File: config.mk
export PLATFORM = sky130hd
export DESIGN_NAME = safety_gated_servo_command_gate
export DESIGN_NICKNAME = d
export VERILOG_FILES = /design/src/rtl/sgsc_pkg.sv /design/src/rtl/sgsc_ctrl.sv /design/src/rtl/sgsc_datapath.sv /design/src/rtl/safety_gated_servo_command_gate.sv
export SDC_FILE = /design/constraint.sdc
export NUM_CORES = 2
export LEC_CHECK = 0
export ABC_CLOCK_PERIOD_IN_PS = 7500
export BUFFER_PORTS_ARGS = -buffer_cell sky130_fd_sc_hd__buf_2
export CORE_ASPECT_RATIO = 0.7
export CORE_MARGIN = 2
export CORE_UTILIZATION = 40
export CTS_CLUSTER_DIAMETER = 30
export DETAILED_ROUTE_END_ITERATION = 16
export PLACE_DENSITY = 0.56
export RECOVER_POWER = 25
export SLEW_MARGIN = 20
export SYNTH_ARGS = -nofsm -noshare
export SYNTH_HDL_FRONTEND = slang
export SYNTH_HIERARCHICAL = 1
export SYNTH_SLANG_ARGS = --single-unit
File: constraint.sdc
create_clock -name clk_i -period 7.5 [get_ports clk_i]
set_input_delay 0.75 -clock clk_i [delete_from_list [all_inputs] [get_ports clk_i]]
set_output_delay 0.75 -clock clk_i [all_outputs]
set_load 0.02 [all_outputs]
File: src/rtl/sgsc_pkg.sv
`default_nettype none
package sgsc_pkg;

  // Table size and fixed values
  localparam int MaxServosDefault = 16;
  localparam logic signed [31:0] HOME_POSITION = 32'sd2048;
  localparam logic [15:0] AGE_MAX = 16'hFFFF;

  // Register reset values
  localparam logic [15:0] HB_TIMEOUT_RST = 16'd500;
  localparam logic [15:0] GOAL_STEP_RST  = 16'd512;
  localparam logic [14:0] MAX_VEL_RST    = 15'd200;
  localparam logic [4:0]  SCAN_CNT_RST   = 5'd12;

  // Register indexes
  localparam logic [1:0] REG_HB_TIMEOUT = 2'd0;
  localparam logic [1:0] REG_GOAL_STEP  = 2'd1;
  localparam logic [1:0] REG_MAX_VEL    = 2'd2;
  localparam logic [1:0] REG_SCAN_CNT   = 2'd3;

  // Operation codes
  localparam logic [3:0] OP_TICK       = 4'd0;
  localparam logic [3:0] OP_HEARTBEAT  = 4'd1;
  localparam logic [3:0] OP_SAFETY     = 4'd2;
  localparam logic [3:0] OP_STOP       = 4'd3;
  localparam logic [3:0] OP_DISABLE    = 4'd4;
  localparam logic [3:0] OP_SCAN       = 4'd5;
  localparam logic [3:0] OP_ENABLE_ALL = 4'd6;
  localparam logic [3:0] OP_ENABLE_ONE = 4'd7;
  localparam logic [3:0] OP_GOAL       = 4'd8;
  localparam logic [3:0] OP_VELOCITY   = 4'd9;
  localparam logic [3:0] OP_CLEAR      = 4'd10;

  // Event codes
  localparam logic [1:0] EV_DONE    = 2'd0;
  localparam logic [1:0] EV_REJECT  = 2'd1;
  localparam logic [1:0] EV_REFUSED = 2'd2;
  localparam logic [1:0] EV_FAULT   = 2'd3;

  // Fault causes
  localparam logic [1:0] CAUSE_NONE   = 2'd0;
  localparam logic [1:0] CAUSE_SAFETY = 2'd1;
  localparam logic [1:0] CAUSE_HB     = 2'd2;

  typedef struct packed {
    logic latch;
    logic exec;
    logic search;
    logic apply;
    logic goal;
  } sgsc_cmd_t;

  typedef struct packed {
    logic search_done;
    logic apply_en;
  } sgsc_status_t;

endpackage
`default_nettype wire

File: src/rtl/sgsc_ctrl.sv
`default_nettype none
module sgsc_ctrl (
  input  wire logic                  clk_i,
  input  wire logic                  rst_ni,
  input  wire logic                  in_valid_i,
  output logic                       in_ready_o,
  output logic                       out_valid_o,
  input  wire logic                  out_ready_i,
  input  wire sgsc_pkg::sgsc_status_t status_i,
  output sgsc_pkg::sgsc_cmd_t        cmd_o
);

  localparam logic [2:0] S_IDLE   = 3'd0;
  localparam logic [2:0] S_EXEC   = 3'd1;
  localparam logic [2:0] S_SEARCH = 3'd2;
  localparam logic [2:0] S_APPLY  = 3'd3;
  localparam logic [2:0] S_GOAL   = 3'd4;
  localparam logic [2:0] S_OUT    = 3'd5;

  logic [2:0] state_q, state_d;

  // Sequence one beat through execute, lookup, optional apply and goal, and report
  always_comb begin
    state_d = state_q;
    cmd_o = '0;
    case (state_q)
      S_IDLE: begin
        if (in_valid_i) begin
          cmd_o.latch = 1'b1;
          state_d = S_EXEC;
        end
      end
      S_EXEC: begin
        cmd_o.exec = 1'b1;
        state_d = S_SEARCH;
      end
      S_SEARCH: begin
        cmd_o.search = 1'b1;
        if (status_i.search_done) begin
          state_d = status_i.apply_en ? S_APPLY : S_OUT;
        end
      end
      S_APPLY: begin
        cmd_o.apply = 1'b1;
        state_d = S_GOAL;
      end
      S_GOAL: begin
        cmd_o.goal = 1'b1;
        state_d = S_OUT;
      end
      S_OUT: begin
        if (out_ready_i) state_d = S_IDLE;
      end
      default: state_d = S_IDLE;
    endcase
  end

  assign in_ready_o  = (state_q == S_IDLE);
  assign out_valid_o = (state_q == S_OUT);

  always_ff @(posedge clk_i or negedge rst_ni) begin
    if (!rst_ni) begin
      state_q <= S_IDLE;
    end else begin
      state_q <= state_d;
    end
  end

endmodule
`default_nettype wire

File: src/rtl/sgsc_datapath.sv
`default_nettype none
module sgsc_datapath #(
  parameter int MAX_SERVOS = sgsc_pkg::MaxServosDefault
) (
  input  wire logic               clk_i,
  input  wire logic               rst_ni,
  input  wire sgsc_pkg::sgsc_cmd_t cmd_i,
  output sgsc_pkg::sgsc_status_t  status_o,
  input  wire logic               cfg_valid_i,
  input  wire logic [1:0]         cfg_index_i,
  input  wire logic [15:0]        cfg_data_i,
  input  wire logic [3:0]         operation_i,
  input  wire logic               safety_pin_i,
  input  wire logic [7:0]         servo_id_i,
  input  wire logic               flag_value_i,
  input  wire logic signed [31:0] target_position_i,
  input  wire logic signed [31:0] requested_velocity_i,
  output logic [1:0]              event_res_o,
  output logic                    path_ready_o,
  output logic                    fault_active_o,
  output logic [1:0]              fault_cause_o,
  output logic                    safety_combined_o,
  output logic [15:0]             heartbeat_age_o,
  output logic [4:0]              known_count_o,
  output logic [31:0]             command_count_o,
  output logic [31:0]             reject_count_o,
  output logic signed [31:0]      present_position_o,
  output logic                    torque_state_o,
  output logic [14:0]             velocity_applied_o
);

  localparam int CNT_W = $clog2(MAX_SERVOS + 1);
  localparam int IDX_W = (MAX_SERVOS > 1) ? $clog2(MAX_SERVOS) : 1;

  // Configuration
  logic [15:0] hb_timeout_q, goal_step_q;
  logic [14:0] max_vel_q;
  logic [4:0]  scan_cnt_q;

  // Latched beat
  logic [3:0]         op_q;
  logic               pin_q, flag_q;
  logic [7:0]         sid_q;
  logic signed [31:0] tgt_q, vel_q;

  // Block state
  logic        hb_seen_q, hb_seen_d;
  logic [15:0] hb_timer_q, hb_timer_d;
  logic        host_ok_q, host_ok_d;
  logic        fault_q, fault_d;
  logic [1:0]  reason_q, reason_d;
  logic [7:0]  ids_q [MAX_SERVOS];
  logic [7:0]  ids_d [MAX_SERVOS];
  logic signed [31:0] pos_q [MAX_SERVOS];
  logic signed [31:0] pos_d [MAX_SERVOS];
  logic [MAX_SERVOS-1:0] torque_q, torque_d;
  logic [CNT_W-1:0] count_q, count_d;
  logic [31:0] cmds_q, cmds_d, rejs_q, rejs_d;

  // Per-beat working registers
  logic [1:0]         ev_q, ev_d;
  logic [14:0]        velapp_q, velapp_d;
  logic               apply_en_q, apply_en_d;
  logic [CNT_W-1:0]   idx_q, idx_d;
  logic               found_q, found_d;
  logic [IDX_W-1:0]   slot_q, slot_d;
  logic signed [32:0] delta_q, delta_d;

  logic ready_now;
  logic match;
  logic signed [31:0] cur_pos;

  assign ready_now = (pin_q | host_ok_q) & hb_seen_q & (hb_timer_q < hb_timeout_q) & ~fault_q;
  assign match = (idx_q < count_q) && (ids_q[idx_q[IDX_W-1:0]] == sid_q);
  assign cur_pos = pos_q[slot_q];

  assign status_o.search_done = match || (idx_q >= count_q);
  assign status_o.apply_en = apply_en_q;

  always_comb begin
    logic [15:0] tmr;
    logic [CNT_W-1:0] scan_n;
    logic rej;
    logic signed [32:0] stp, goal;
    hb_seen_d  = hb_seen_q;
    hb_timer_d = hb_timer_q;
    host_ok_d  = host_ok_q;
    fault_d    = fault_q;
    reason_d   = reason_q;
    ids_d      = ids_q;
    pos_d      = pos_q;
    torque_d   = torque_q;
    count_d    = count_q;
    cmds_d     = cmds_q;
    rejs_d     = rejs_q;
    ev_d       = ev_q;
    velapp_d   = velapp_q;
    apply_en_d = apply_en_q;
    idx_d      = idx_q;
    found_d    = found_q;
    slot_d     = slot_q;
    delta_d    = delta_q;
    tmr        = hb_timer_q;
    scan_n     = (32'(scan_cnt_q) > 32'(MAX_SERVOS)) ? CNT_W'(MAX_SERVOS) : CNT_W'(scan_cnt_q);
    rej        = 1'b0;
    stp        = {17'b0, goal_step_q};
    goal       = {tgt_q[31], tgt_q};

    if (cmd_i.exec) begin
      // Count, gate, then run the operation
      ev_d = sgsc_pkg::EV_DONE;
      velapp_d = '0;
      apply_en_d = 1'b0;
      idx_d = '0;
      found_d = 1'b0;
      if (op_q != sgsc_pkg::OP_TICK) cmds_d = cmds_q + 32'd1;
      if (op_q >= sgsc_pkg::OP_ENABLE_ALL && op_q <= sgsc_pkg::OP_VELOCITY && !ready_now) begin
        rej = 1'b1;
        rejs_d = rejs_q + 32'd1;
        ev_d = sgsc_pkg::EV_REJECT;
      end
      if (!rej) begin
        case (op_q)
          sgsc_pkg::OP_TICK: begin
            if (hb_seen_q && hb_timer_q != sgsc_pkg::AGE_MAX) tmr = hb_timer_q + 16'd1;
            hb_timer_d = tmr;
            if (hb_seen_q && tmr >= hb_timeout_q && !fault_q) begin
              fault_d = 1'b1;
              reason_d = sgsc_pkg::CAUSE_HB;
              host_ok_d = 1'b0;
              torque_d = '0;
              ev_d = sgsc_pkg::EV_FAULT;
            end
            if (!pin_q && host_ok_d) begin
              fault_d = 1'b1;
              reason_d = sgsc_pkg::CAUSE_SAFETY;
              host_ok_d = 1'b0;
              torque_d = '0;
              ev_d = sgsc_pkg::EV_FAULT;
            end
          end
          sgsc_pkg::OP_HEARTBEAT: begin
            hb_seen_d = 1'b1;
            hb_timer_d = '0;
          end
          sgsc_pkg::OP_SAFETY: begin
            host_ok_d = flag_q;
            if (flag_q && pin_q) begin
              fault_d = 1'b0;
              reason_d = sgsc_pkg::CAUSE_NONE;
            end
            if (!flag_q) begin
              fault_d = 1'b1;
              reason_d = sgsc_pkg::CAUSE_SAFETY;
              host_ok_d = 1'b0;
              torque_d = '0;
              ev_d = sgsc_pkg::EV_FAULT;
            end
          end
          sgsc_pkg::OP_STOP: begin
            if (!ready_now) begin
              fault_d = 1'b1;
              reason_d = sgsc_pkg::CAUSE_SAFETY;
              host_ok_d = 1'b0;
              torque_d = '0;
              ev_d = sgsc_pkg::EV_FAULT;
            end
          end
          sgsc_pkg::OP_DISABLE: torque_d = '0;
          sgsc_pkg::OP_SCAN: begin
            count_d = scan_n;
            for (int i = 0; i < MAX_SERVOS; i++) begin
              if (CNT_W'(i) < scan_n) begin
                ids_d[i] = 8'(i + 1);
                pos_d[i] = sgsc_pkg::HOME_POSITION;
                torque_d[i] = 1'b0;
              end
            end
          end
          sgsc_pkg::OP_ENABLE_ALL: begin
            for (int i = 0; i < MAX_SERVOS; i++) begin
              if (CNT_W'(i) < count_q) torque_d[i] = flag_q;
            end
          end
          sgsc_pkg::OP_ENABLE_ONE, sgsc_pkg::OP_GOAL: apply_en_d = 1'b1;
          sgsc_pkg::OP_VELOCITY: begin
            if (vel_q[31]) velapp_d = '0;
            else if (vel_q > $signed({17'b0, max_vel_q})) velapp_d = max_vel_q;
            else velapp_d = vel_q[14:0];
          end
          sgsc_pkg::OP_CLEAR: begin
            if (pin_q) begin
              fault_d = 1'b0;
              reason_d = sgsc_pkg::CAUSE_NONE;
              host_ok_d = 1'b1;
              hb_seen_d = 1'b1;
              hb_timer_d = '0;
            end else begin
              ev_d = sgsc_pkg::EV_REFUSED;
            end
          end
          default: ;
        endcase
      end
    end else if (cmd_i.search) begin
      // Walk the id table one entry a cycle
      if (match) begin
        found_d = 1'b1;
        slot_d = idx_q[IDX_W-1:0];
      end else if (idx_q < count_q) begin
        idx_d = idx_q + CNT_W'(1);
      end
    end else if (cmd_i.apply) begin
      // Append an unknown id while room remains, set torque for enable-one, take goal difference
      if (!found_q && count_q < CNT_W'(MAX_SERVOS)) begin
        slot_d = count_q[IDX_W-1:0];
        found_d = 1'b1;
        ids_d[count_q[IDX_W-1:0]] = sid_q;
        pos_d[count_q[IDX_W-1:0]] = sgsc_pkg::HOME_POSITION;
        torque_d[count_q[IDX_W-1:0]] = 1'b0;
        count_d = count_q + CNT_W'(1);
      end else if (found_q && op_q == sgsc_pkg::OP_ENABLE_ONE) begin
        torque_d[slot_q] = flag_q;
      end
      if (!found_q && count_q < CNT_W'(MAX_SERVOS) && op_q == sgsc_pkg::OP_ENABLE_ONE) begin
        torque_d[count_q[IDX_W-1:0]] = flag_q;
      end
      delta_d = {tgt_q[31], tgt_q} - {cur_pos[31], cur_pos};
    end else if (cmd_i.goal) begin
      // Clamp the goal and store it while torque is on
      if (delta_q > stp) goal = {cur_pos[31], cur_pos} + stp;
      else if (delta_q < -stp) goal = {cur_pos[31], cur_pos} - stp;
      if (op_q == sgsc_pkg::OP_GOAL && found_q && torque_q[slot_q]) begin
        pos_d[slot_q] = goal[31:0];
      end
    end
  end

  // Control state
  always_ff @(posedge clk_i or negedge rst_ni) begin
    if (!rst_ni) begin
      hb_timeout_q <= sgsc_pkg::HB_TIMEOUT_RST;
      goal_step_q  <= sgsc_pkg::GOAL_STEP_RST;
      max_vel_q    <= sgsc_pkg::MAX_VEL_RST;
      scan_cnt_q   <= sgsc_pkg::SCAN_CNT_RST;
      hb_seen_q    <= 1'b0;
      hb_timer_q   <= '0;
      host_ok_q    <= 1'b0;
      fault_q      <= 1'b1;
      reason_q     <= sgsc_pkg::CAUSE_SAFETY;
      torque_q     <= '0;
      count_q      <= '0;
      cmds_q       <= '0;
      rejs_q       <= '0;
      apply_en_q   <= 1'b0;
      found_q      <= 1'b0;
      idx_q        <= '0;
    end else begin
      if (cfg_valid_i) begin
        case (cfg_index_i)
          sgsc_pkg::REG_HB_TIMEOUT: hb_timeout_q <= cfg_data_i;
          sgsc_pkg::REG_GOAL_STEP:  goal_step_q  <= cfg_data_i;
          sgsc_pkg::REG_MAX_VEL:    max_vel_q    <= cfg_data_i[14:0];
          sgsc_pkg::REG_SCAN_CNT:   scan_cnt_q   <= cfg_data_i[4:0];
          default: ;
        endcase
      end
      hb_seen_q  <= hb_seen_d;
      hb_timer_q <= hb_timer_d;
      host_ok_q  <= host_ok_d;
      fault_q    <= fault_d;
      reason_q   <= reason_d;
      torque_q   <= torque_d;
      count_q    <= count_d;
      cmds_q     <= cmds_d;
      rejs_q     <= rejs_d;
      apply_en_q <= apply_en_d;
      found_q    <= found_d;
      idx_q      <= idx_d;
    end
  end

  // Payload: beat fields, tables, working values
  always_ff @(posedge clk_i) begin
    if (cmd_i.latch) begin
      op_q   <= operation_i;
      pin_q  <= safety_pin_i;
      sid_q  <= servo_id_i;
      flag_q <= flag_value_i;
      tgt_q  <= target_position_i;
      vel_q  <= requested_velocity_i;
    end
    ids_q    <= ids_d;
    pos_q    <= pos_d;
    ev_q     <= ev_d;
    velapp_q <= velapp_d;
    slot_q   <= slot_d;
    delta_q  <= delta_d;
  end

  assign event_res_o        = ev_q;
  assign path_ready_o       = ready_now;
  assign fault_active_o     = fault_q;
  assign fault_cause_o      = reason_q;
  assign safety_combined_o  = pin_q | host_ok_q;
  assign heartbeat_age_o    = hb_seen_q ? hb_timer_q : sgsc_pkg::AGE_MAX;
  assign known_count_o      = 5'(count_q);
  assign command_count_o    = cmds_q;
  assign reject_count_o     = rejs_q;
  assign present_position_o = found_q ? cur_pos : 32'sd0;
  assign torque_state_o     = found_q & torque_q[slot_q];
  assign velocity_applied_o = velapp_q;

endmodule
`default_nettype wire

File: src/rtl/safety_gated_servo_command_gate.sv
// An input beat is latched, executed and looked up in the id table; accepted
// enable-one and goal beats then update the table before the result beat.
// One beat at a time: a new beat is taken only once the result beat of the
// last one is accepted; the id table walk is sequential.
// Reset (rst_ni low, asynchronous): fault latched with safety cause,
// counters, heartbeat, torque flags and id count cleared, registers at defaults.
`default_nettype none
module safety_gated_servo_command_gate #(
  parameter int MAX_SERVOS = sgsc_pkg::MaxServosDefault
) (
  input  wire logic               clk_i,
  input  wire logic               rst_ni,
  input  wire logic               cfg_valid_i,
  output logic                    cfg_ready_o,
  input  wire logic [1:0]         cfg_index_i,
  input  wire logic [15:0]        cfg_data_i,
  input  wire logic               in_valid_i,
  output logic                    in_ready_o,
  input  wire logic [3:0]         operation_i,
  input  wire logic               safety_pin_i,
  input  wire logic [7:0]         servo_id_i,
  input  wire logic               flag_value_i,
  input  wire logic signed [31:0] target_position_i,
  input  wire logic signed [31:0] requested_velocity_i,
  output logic                    out_valid_o,
  input  wire logic               out_ready_i,
  output logic [1:0]              event_res_o,
  output logic                    path_ready_o,
  output logic                    fault_active_o,
  output logic [1:0]              fault_cause_o,
  output logic                    safety_combined_o,
  output logic [15:0]             heartbeat_age_o,
  output logic [4:0]              known_count_o,
  output logic [31:0]             command_count_o,
  output logic [31:0]             reject_count_o,
  output logic signed [31:0]      present_position_o,
  output logic                    torque_state_o,
  output logic [14:0]             velocity_applied_o
);

  sgsc_pkg::sgsc_cmd_t    cmd;
  sgsc_pkg::sgsc_status_t status;

  assign cfg_ready_o = 1'b1;

  sgsc_ctrl u_ctrl (
    .clk_i       (clk_i),
    .rst_ni      (rst_ni),
    .in_valid_i  (in_valid_i),
    .in_ready_o  (in_ready_o),
    .out_valid_o (out_valid_o),
    .out_ready_i (out_ready_i),
    .status_i    (status),
    .cmd_o       (cmd)
  );

  sgsc_datapath #(
    .MAX_SERVOS (MAX_SERVOS)
  ) u_datapath (
    .clk_i                (clk_i),
    .rst_ni               (rst_ni),
    .cmd_i                (cmd),
    .status_o             (status),
    .cfg_valid_i          (cfg_valid_i),
    .cfg_index_i          (cfg_index_i),
    .cfg_data_i           (cfg_data_i),
    .operation_i          (operation_i),
    .safety_pin_i         (safety_pin_i),
    .servo_id_i           (servo_id_i),
    .flag_value_i         (flag_value_i),
    .target_position_i    (target_position_i),
    .requested_velocity_i (requested_velocity_i),
    .event_res_o          (event_res_o),
    .path_ready_o         (path_ready_o),
    .fault_active_o       (fault_active_o),
    .fault_cause_o        (fault_cause_o),
    .safety_combined_o    (safety_combined_o),
    .heartbeat_age_o      (heartbeat_age_o),
    .known_count_o        (known_count_o),
    .command_count_o      (command_count_o),
    .reject_count_o       (reject_count_o),
    .present_position_o   (present_position_o),
    .torque_state_o       (torque_state_o),
    .velocity_applied_o   (velocity_applied_o)
  );

endmodule
`default_nettype wire

==> impl_metrics.tcl <==
set metrics [dict create \
    status "complete, but fails checks" \
    violations "capacitance limit, slew limit" \
    fin_skew_ns 0.0465 \
    worstMarginPinSlew_ns 5.71 \
    seq_power_share 0.316 \
    cts_tree "done" \
    yosysTopAreaCell "edfxtp_1" \
    synth-adder-area-share 0.0423 \
    swShare 0.369 \
    clk_path_buf_depth 3 \
    synth_cell_type_count 96 \
    worstHoldStart "servo_id_i[0]" \
    tns_ns 0 \
    initial_core_util 0.402 \
    rrSetupSlack_ns 0.98 \
    ctsHoldBuffers 0 \
    synthTopCellsByArea "edfxtp_1 (44%), mux4_2 (8.0%), dfrtp_1 (7.3%), ha_1 (4.1%), nand2_1 (4.0%)" \
    clockPowerShare 0.351 \
    cts_inserted_buffers 195 \
    finalSetupViolations 0 \
    ys_seq_elements 940 \
    critical_path_arrival_ns 7.06 \
    drv_cap 4 \
    dieArea_um2 134000 \
    synth_compound_area_frac 0.157 \
    drt_iter0_drc 5345 \
    slew_violations 238 \
    gp_congestion 0.898 \
    power.internal_mw 15.6 \
    yosysWarnings 6 \
    dieHeight_um 307 \
    syn_inst 4623 \
    post_cts_resized 0 \
    synthTopCellsByCount "edfxtp_1 (772), nand2_1 (554), nor2_1 (416), a21oi_1 (267), clkbuf_1 (264)" \
    clockRootBuffer "clkbuf_16" \
    synth_nets 4900 \
    synth_edf_count 772 \
    viasPerCell 6.15 \
    ys.flop_type "edfxtp_1" \
    syn_to_final_growth_pct 18.7 \
    vias 41700 \
    dpl_cell_area_um2 55900 \
    track_usage 0.259 \
    clk_pin_slew_ns 0.05 \
    ff2ff_path_depth 15 \
    min_delay_worst_endpoint "u_datapath/sid_q[0]$_DFFE_PP_" \
    hold_ws_ns 0.126 \
    grt_pass1_wl_um 264000 \
    yosys.area_share.xor_xnor 0.0243 \
    cp-start-kind "flip-flop" \
    max-vdd-ir-drop_mv 0.227 \
    port_buffers 242 \
    synth.most_common_cell "edfxtp_1" \
    critPathKind "reg -> reg" \
    h-tree-depth 4 \
    antenna_found_initial 5 \
    dp.final_hpwl_um 121000 \
    synth_top_family_by_area "compound AO/OA/AOI/OAI gates" \
    die_w_um 437 \
    drcViolationCount 0 \
    ys_seq_area_frac 0.522 \
    firstDrtPassIters 6 \
    wl_per_cell_um 26.4 \
    grt_max_degree 104 \
    hp-class "in -> reg" \
    final_hold_viol_count 0 \
    num_rows 111 \
    numClockSinks 940 \
    routed_wl_um 179000 \
    final_layout_size_suffix_gt1_frac 0.184 \
    final_nets 5134 \
    ioPinCount 244 \
    postCtsSetupBuffers 0 \
    grt_overflow 0 \
    maxSlewHeadroom -2.81 \
    power.leakage_nw 23.7 \
    worstReg2RegEnd "u_datapath/pos_q[383]$_SDFFCE_PP0P_" \
    synthesis.area_um2 52500 \
    p_switching_mw 9.12 \
    worstPathRequired_ns 8.03 \
    synth_mux_area_frac 0.0956 \
    comb_power_share 0.333 \
    finalCritPeriodShare 0.870 \
    synth.top_cell.area_share 0.441 \
    clock_latency_ns 0.81 \
    final_util 0.477 \
    syn_avg_cell_area_um2 11.4 \
    drtAntennaViolNets 0 \
    synthArstFlopShare 0.179 \
    timing.fmax_mhz 153 \
    r2r-start "u_datapath/slot_q[1]$_DFFE_PP_" \
    yosys.area_share.simple 0.123 \
    finalInstanceArea_um2 62300 \
    grt_pass1_vias 39300 \
    grt_setup_unrepaired "no" \
    cp-end-kind "flip-flop" \
    core_um2 131000 \
    layout_min_cycle_time_ns 6.52 \
    cp_max_fo 24 \
    hold_depth 1 \
    powerDensity_nw_per_um2 396 \
]
## per-layer routing
layer	global-route usage	routed length, µm
met1	0.398	81100
met2	0.357	73700
met3	0.0705	20800
met4	0.0662	3510
met5	0	11
## power groups by stage
stage	Sequential, mW	Clock [mW]	Combinational, mW
finish	7.81	8.67	8.22
global route	7.89	9.06	8.81
CTS	7.77	8.79	8.09
detailed placement	7.84	0	8.06
global placement	7.85	0	7.90
floorplan	7.64	0	5.41
## cell usage in the layout (no fill, tap or decap), types with 127 or more instances in the layout
master,count
edfxtp_1,772
mux4_2,186
nor2_1,401
a22o_1,190
dfrtp_1,153
clkbuf_16,198
a21oi_1,263
ha_1,173
clkbuf_1,127
o21ai_0,195
a22oi_1,207
nand2_1,554
buf_2,147
## critical path, stage by stage, from the launching register on
cell and delay, ns:
edfxtp_1 1.03, buf_4 0.50, mux4_2 0.39, mux4_2 0.57
ha_1 0.39, nor2_1 0.20, o211ai_1 0.14, a32oi_1 0.56
a311oi_1 0.23, o31ai_1 0.80, and2_0 0.40, nand3_1 0.14
xnor2_1 0.24, a21oi_2 0.13, buf_4 0.24, a32o_1 0.29
## cells by family after synthesis
logic type,count (synthesis)
simple gates,1436
xor+xnor,146
mux,264
other cells,1
fa+ha+maj,176
flops,940
compound gates,1192
buf+inv,468
## registers in the layout (all words and copies together), names as in the netlist, 2 cells and up
signal                         count
u_datapath/velocity_applied_o     15
u_datapath/vel_q                  32
u_datapath/slot_q                  4
u_datapath/event_res_o             2
u_datapath/fault_cause_o           2
u_datapath/ids_q                 128
u_ctrl/state_q                     3
u_datapath/op_q                    4
u_datapath/scan_cnt_q              5
u_datapath/delta_q                33
u_datapath/sid_q                   8
u_datapath/command_count_o        32
u_datapath/hb_timeout_q           16
u_datapath/reject_count_o         32
u_datapath/tgt_q                  32
u_datapath/known_count_o           5
u_datapath/torque_q               16
u_datapath/pos_q                 512
u_datapath/max_vel_q              15
u_datapath/goal_step_q            16
u_datapath/idx_q                   5
u_datapath/hb_timer_q             16
## area by class of cell
type | instances | area [µm²]
fillers | 11800 | 68300
repair buffers | 375 | 2170
multi-input cells | 3215 | 23500
clock inverters | 133 | 1430
well taps | 1751 | 2190
flip-flops and latches | 940 | 27400
diodes | 2 | 5.00
clock buffers | 233 | 5170
inverters | 130 | 488
## stage by stage
stage                     instances  power, mW  setup slack (ns)
after floorplan                4623       13.0              1.27
after global placement         6408       15.8              1.27
after detailed placement       6410       15.9              1.20
after CTS                      6776       24.6              1.17
after global routing           6778       25.8             0.854
final                          6779       24.7             0.975
## how the worst max path moves through the flow
stage | startpoint | end | slack [ns] | cells past startpoint
global route | u_datapath/slot_q[1]$_DFFE_PP_ | u_datapath/pos_q[351]$_SDFFCE_PP0P_ | 0.85 | 15
global placement | u_datapath/slot_q[1]$_DFFE_PP_ | u_datapath/pos_q[383]$_SDFFCE_PP0P_ | 1.27 | 15
CTS | u_datapath/slot_q[1]$_DFFE_PP_ | u_datapath/pos_q[383]$_SDFFCE_PP0P_ | 1.17 | 15
detailed placement | u_datapath/slot_q[1]$_DFFE_PP_ | u_datapath/pos_q[383]$_SDFFCE_PP0P_ | 1.20 | 15
finish | u_datapath/slot_q[1]$_DFFE_PP_ | u_datapath/pos_q[383]$_SDFFCE_PP0P_ | 0.98 | 15
floorplan | u_datapath/slot_q[0]$_DFFE_PP_ | u_datapath/pos_q[183]$_SDFFCE_PP0P_ | 1.27 | 23
Note: power is estimated with default switching activity, not from simulation.
